$ cat config.mk
export PLATFORM = sky130hd
export DESIGN_NAME = vrt_div
export DESIGN_NICKNAME = d
export VERILOG_FILES = /design/src/rtl/core/vrt_pkg.sv /design/src/rtl/core/vrt_div.sv
export SDC_FILE = /design/constraint.sdc
export NUM_CORES = 1
export LEC_CHECK = 0
export BUFFER_PORTS_ARGS = -buffer_cell sky130_fd_sc_hd__buf_2
export CAP_MARGIN = 5
export CORE_ASPECT_RATIO = 1.75
export CORE_MARGIN = 3
export CORE_UTILIZATION = 52
export CTS_CLUSTER_DIAMETER = 60
export DETAILED_ROUTE_END_ITERATION = 16
export PLACE_DENSITY_LB_ADDON = 0.05
export SYNTH_ARGS = -nofsm -noshare
export SYNTH_HDL_FRONTEND = slang
export SYNTH_SLANG_ARGS = --single-unit
$ cat constraint.sdc
create_clock -name clk -period 2.64 [get_ports clk]
set_input_delay 0.396 -clock clk [delete_from_list [all_inputs] [get_ports clk]]
set_output_delay 0.396 -clock clk [all_outputs]
set_load 0.01 [all_outputs]
$ cat src/rtl/core/vrt_pkg.sv
`timescale 1ns / 1ps
// Package for the voxel ray traversal core: shared widths, axis codes
// and the divider status word. No dependencies.
package vrt_pkg;

    localparam int GP_W    = 16;
    localparam int STEPS_W = 26;
    localparam int DISC_W  = 64;
    localparam int INCR_W  = 48;
    localparam int DELTA_W = 17;

    localparam logic [1:0] AXIS_X    = 2'd0;
    localparam logic [1:0] AXIS_Y    = 2'd1;
    localparam logic [1:0] AXIS_Z    = 2'd2;
    localparam logic [1:0] AXIS_NONE = 2'd3;

    typedef struct packed {
        logic busy;
        logic done;
    } div_stat_t;

endpackage

$ cat src/rtl/core/vrt_div.sv
`timescale 1ns / 1ps
// Restoring divider, one quotient bit per cycle, unsigned dividend over
// the grid precision. Depends on vrt_pkg.
module vrt_div #(
    parameter int W = 23
) (
    input  logic                     clk,
    input  logic                     rst_n,
    input  logic                     start,
    input  logic [W-1:0]             dividend,
    input  logic [vrt_pkg::GP_W-1:0] divisor,
    output logic [W-1:0]             quotient,
    output logic [vrt_pkg::GP_W-1:0] remainder,
    output vrt_pkg::div_stat_t       stat
);
    import vrt_pkg::*;

    localparam int CW = $clog2(W + 1);

    logic [W-1:0]    quo_reg;
    logic [GP_W-1:0] rem_reg;
    logic [CW-1:0]   count_reg;
    logic            busy_reg;
    logic            done_reg;
    logic [GP_W:0]   trial;
    logic            ge;

    assign trial = {rem_reg, quo_reg[W-1]};
    assign ge    = trial >= {1'b0, divisor};

    always_ff @(posedge clk or negedge rst_n)
    begin
        if (!rst_n)
        begin
            busy_reg  <= 1'b0;
            done_reg  <= 1'b0;
            count_reg <= '0;
        end
        else
        begin
            done_reg <= 1'b0;
            if (start)
            begin
                busy_reg  <= 1'b1;
                count_reg <= CW'(W);
            end
            else if (busy_reg)
            begin
                count_reg <= count_reg - CW'(1);
                if (count_reg == CW'(1))
                begin
                    busy_reg <= 1'b0;
                    done_reg <= 1'b1;
                end
            end
        end
    end

    always_ff @(posedge clk)
    begin
        if (start)
        begin
            quo_reg <= dividend;
            rem_reg <= '0;
        end
        else if (busy_reg)
        begin
            quo_reg <= {quo_reg[W-2:0], ge};
            rem_reg <= ge ? GP_W'(trial - {1'b0, divisor}) : trial[GP_W-1:0];
        end
    end

    assign quotient  = quo_reg;
    assign remainder = rem_reg;
    assign stat.busy = busy_reg;
    assign stat.done = done_reg;

endmodule

### Word level (Yosys, flattened, before mapping)

Index checks and enable logic that the tools add are counted.

| cells by class | value |
|---|---|
| add/subtract/negate cells | 2 |
| mux-type cells | 11 |
| equality and inequality tests | 1 |
| reductions and logical operators | 1 |
| $lt $le $gt $ge | 1 |

Operators with widths:

| operator | number |
|---|---|
| 2-to-1 mux 23 bit | 2 |
| >= comparator 17 x 16 -> 1 bit | 1 |
| 2-to-1 mux 16 bit | 1 |
| subtractor 16 bit | 1 |
| 2-to-1 mux 5 bit | 2 |
| 2-to-1 mux 1 bit | 6 |
| equality test 5 x 1 -> 1 bit (second input constant) | 1 |
| subtractor 5 x 1 -> 5 bit (second input constant) | 1 |
| nonzero test 2 bit | 1 |

| storage, ports and cells | value |
|---|---|
| input port bits | 42 |
| logic and storage cells | 21 |
| flip-flop bits (word level) | 46 |
| output and inout port bits | 41 |

### Logic depth before layout (Yosys ltp)

| depth | value |
|---|---|
| depth in word-level cells | 4 |
| mapped depth | 10 |
| mapped depth without buffers | 10 |

### Worst setup path before layout

OpenSTA, ideal clock, no wires.

| path | value |
|---|---|
| path kind | input to register |
| start point | input divisor[14] (netlist bit) |
| end point | register rem_reg[10], in the netlist remainder[10] |
| setup time | 0.088 ns |
| buffers on the path | 1 |
| data required time | 2.552 ns |
| arrival | 2.393 ns |
| stages on the path | 10 |
| path slack | 0.159 ns |
| path through | inv_1 ha_1 nand4b_1 or4_1 o211a_1 o21ai_2 nand2_4 buf_6 a311o_1 a311oi_2 |

| on the way | value |
|---|---|
| longest elaborated chain between the ends | 2 |

RTL lines:

| item | RTL line | text |
|---|---|---|
| from (decl) | vrt_div.sv:11 | `input logic [vrt_pkg::GP_W-1:0] divisor,` |
| >= comparator 17 x 16 -> 1 bit | vrt_div.sv:29 | `assign ge = trial >= {1'b0, divisor};` |
| 2-to-1 mux 16 bit | vrt_div.sv:69 | `rem_reg <= ge ? GP_W'(trial - {1'b0, divisor}) : trial[GP_W-1:0];` |
| to (signal assigned) | vrt_div.sv:69 |  |
| to (decl) | vrt_div.sv:21 | `logic [GP_W-1:0] rem_reg;` |

No other way between the ends.
A chain may end at the register's enable or synchronous reset.

### Worst setup path after layout

| path | value |
|---|---|
| start point | register quo_reg[22], in the netlist quotient[22] |
| end point | register rem_reg[10], in the netlist remainder[10] |

| on the way | value |
|---|---|
| longest elaborated chain between the ends | 2 |
| elaborated cells between the ends (all ways) | 3 |
| those cells by class | add/sub: 1; order compare: 1; mux: 1 |

RTL lines:

| item | RTL line | text |
|---|---|---|
| from (decl) | vrt_div.sv:20 | `logic [W-1:0] quo_reg;` |
| from (signal assigned) | vrt_div.sv:63 | `quo_reg <= dividend;` |
| from (signal assigned) | vrt_div.sv:68 | `quo_reg <= {quo_reg[W-2:0], ge};` |
| subtractor 16 bit / >= comparator 17 x 16 -> 1 bit (equally long branches) | vrt_div.sv:69, vrt_div.sv:29 |  |
| 2-to-1 mux 16 bit (*) | vrt_div.sv:69 |  |

Every way passes the cells marked *; elsewhere a longest branch is shown, timed or not.

==> out/metrics.yaml <==
synth:
  synth_flop_cell: "edfxtp_1"
  synth_compound_area_frac: 0.165
  synth_top_cell_area_share: 0.240
  synthArstFlopShare: 0.152
  synthAdderAreaFrac: 0.0852
  ys_ff_latch: 46
  synth.largest_area_cell: "edfxtp_1"
  muxShareOfSynthArea: 0.118
  synth_nets: 351
  synth_area_um2: 2880
  synth_cells: 290
  yosysSeqAreaShare: 0.412
  synth_cell_types: 50
  synth_top_family_by_area: "compound AO/OA/AOI/OAI gates"
  synth.avg_cell_area_um2: 9.93
  synth-simple-area-share: 0.124
  yosys-top-cells-count: "27 x inv_1, 27 x nand2_1, 23 x edfxtp_1, 23 x mux2_2, 23 x nor2_1"
  synth_edf_count: 23
  synth_top_cells_by_area: "edfxtp_1 24%, dfxtp_1 11%, mux2_2 9.0%"
  synth_xor_area_frac: 0.0395
  ys_warn_count: 0
global_routing:
  grt_max_degree: 40
  grt_pass1_wl_um: 11200
  antenna_found_initial: 0
  grt_use_total: 0.211
  grt.overflow.total: 0
  grt_pass1_vias: 2516
finish:
  largest_register_ffs: 23
  fin_cells: 464
  antenna_cells: 0
  multiInputGateArea_um2: 1550
  nNetsFinal: 450
  fillers: 457
  area_growth_pct: 25.8
  post_route_cells_drive_above_1_share: 0.364
  seq_area_um2: 1190
clock_tree:
  root_buffer: "clkbuf_8"
  cts-htree-levels: 2
  clkLatencyLatePin_ns: 0.29
  path_clk_slew_ns: 0.08
  cts.sink_count: 46
  post_cts_buffers: 0
  tritoncts: "yes"
  clock_path_buffers: 2
  cts_buffers: 5
critical_path:
  cp_top_family: "compound AO/OA/AOI/OAI gates"
  cp.arrival_ns: 2.71
  cp_cell_sequence: "inv_1 -> ha_1 -> fa_1 -> nor2b_2 -> o31ai_4 -> a311oi_1 -> o21ai_0 -> a311o_1 -> a311oi_2"
  start_kind: "flip-flop"
  path_class: "reg2reg"
  cp_num_buf_inv: 1
  worst_path_max_delay_cell: "fa_1"
  cp_max_fo: 5
  worst_setup_path_end_kind: "flip-flop"
  worstPathRequired_ns: 2.85
  critPathMaxStageDelay_ns: 0.41
timing:
  min_period_over_period: 0.947
  skew_ns: 0.00593
  setup_viol: 0
  hold_viol: 0
  max_freq_mhz: 400
  rsz0062_at_grt: "no"
  period_minus_slack_ns: 2.50
  worst_pin_slew_ns: 0.476
  slew_headroom: 0.683
  slew_violations: 0
  setup_ws_ns: 0.140
floorplanning:
  start_util: 0.543
  die_y_um: 104
  die_area_um2: 6500
  core_area_um2: 5300
  ioPinCount: 83
  rows: 35
  die_w_um: 62.2
placement:
  port_buffers: 82
  dp_slack_ns: -0.152
  post-place-cells: 455
  hpwl_um: 5250
  gp_congestion: 0.834
drt:
  ant_nets: 0
  dr.first_iter.drc_count: 67
  vias_per_cell: 5.40
  vias: 2507
  wl_um: 6710
  drc: 0
  dr.pass1.iters: 4
  wl_per_cell_um: 14.5
power_and_ir_drop:
  ir_drop_mv: 0.262
  power.leakage_nw: 1.78
  p_per_area_nw_per_um2: 448
job:
  drv_cap: 0
outcome:
  status: "complete, no violations"
min_path:
  hold_path.class: "in2reg"
routing by layer:
metal / global-route usage / wire length [µm] / vias to the layer above / part of all wire
met4: 0.0823 / 124 / 0 / 0.018
met3: 0.0346 / 259 / 11 / 0.039
met5: 0 / 0 / - / 0
met1: 0.220 / 2610 / 1182 / 0.39
met2: 0.410 / 3720 / 68 / 0.55
li1: - / - / 1246 / -
final timing paths:
kind / startpoint / endpoint / slack, ns / cells after the start
setup / recovery: quotient[22]$_DFFE_PP_ / remainder[10]$_SDFFE_PP0P_ / 0.14 / 9
hold / removal: dividend[0] / quotient[0]$_DFFE_PP_ / 0.38 / 3
setup reg to reg: quotient[22]$_DFFE_PP_ / remainder[10]$_SDFFE_PP0P_ / 0.14 / 9
hold reg to reg: remainder[9]$_SDFFE_PP0P_ / remainder[9]$_SDFFE_PP0P_ / 0.52 / 2
max in group asynchronous: rst_n / count_reg[2]$_DFFE_PN0P_ / 1.99 / 2
min in group asynchronous: rst_n / count_reg[4]$_DFFE_PN0P_ / 0.49 / 2
tightest hold or removal path: cells and delay by family:
kind            cells  cell delay [ns]
buf+inv             1             0.08
simple gates        1             0.04
compound gates      1             0.06
power by group:
part	leakage [nW]	switching [mW]	internal [mW]
Combinational	1.28	0.142	0.143
Clock	0.0514	0.234	0.282
Sequential	0.451	0.0234	0.798
Total	1.78	0.399	1.22
through the flow:
step	instance area, µm²	setup TNS [ns]	util	hold WS, ns	total power, mW
floorplan	2880	0	-	0.100	0.998
global placement	3480	-0.124	0.656	0.236	1.11
detailed placement	3480	-0.280	0.656	0.236	1.12
CTS	3600	0	0.680	0.375	1.64
global route	3620	0	0.684	0.392	1.71
finish	3620	0	0.684	0.385	1.62
area by class of cell:
type	instances	share of cell area
Clock buffer	6	0.0200
Clock inverter	2	0.0104
Inverter	27	0.0280
Multi-Input combinational cell	205	0.429
Sequential cell	46	0.327
Tap cell	74	0.0256
Timing Repair Buffer	104	0.160
kinds of logic (layout without fill, tap and decap cells):
| logic type | Yosys count | count (layout) |
|---|---|---|
| buffers and inverters | 39 | 139 |
| XOR/XNOR | 13 | 13 |
| AO/OA/AOI/OAI | 67 | 67 |
| flip-flops | 46 | 46 |
| AND/OR/NAND/NOR | 75 | 75 |
| multiplexers | 31 | 31 |
| adder cells (fa/ha/maj) | 19 | 19 |
placed cells by master (no fill, tap or decap), types with 2 or more instances in the layout:
| cell | instances |
|---|---|
| dfxtp_1 | 16 |
| a21o_1 | 3 |
| a21oi_1 | 12 |
| a311oi_2 | 2 |
| o21ai_0 | 12 |
| mux2_2 | 23 |
| o31ai_1 | 3 |
| nand2_1 | 27 |
| nor3_1 | 2 |
| inv_1 | 27 |
| and3_1 | 4 |
| nand3_1 | 4 |
| ha_1 | 18 |
| a32oi_1 | 2 |
| edfxtp_1 | 23 |
| a311oi_1 | 2 |
| nor2b_1 | 2 |
| nor2_1 | 23 |
| o21a_1 | 4 |
| xnor2_1 | 7 |
| dfrtp_1 | 7 |
| or3_1 | 2 |
| mux2i_1 | 8 |
| buf_2 | 82 |
| a311o_1 | 4 |
| buf_4 | 21 |
| clkbuf_8 | 5 |
| xor2_1 | 6 |
| a211oi_1 | 11 |
| a31oi_1 | 4 |
repair_timing:
| action | in CTS | in global routing |
|---|---|---|
| hold endpoints to repair | 7 | 0 |
| endpoints found under the setup margin | 2 | 8 |
| resized for setup | 1 | 4 |
| hold buffers | 1 | 0 |
No activity file was read; power rests on OpenSTA's default activity.
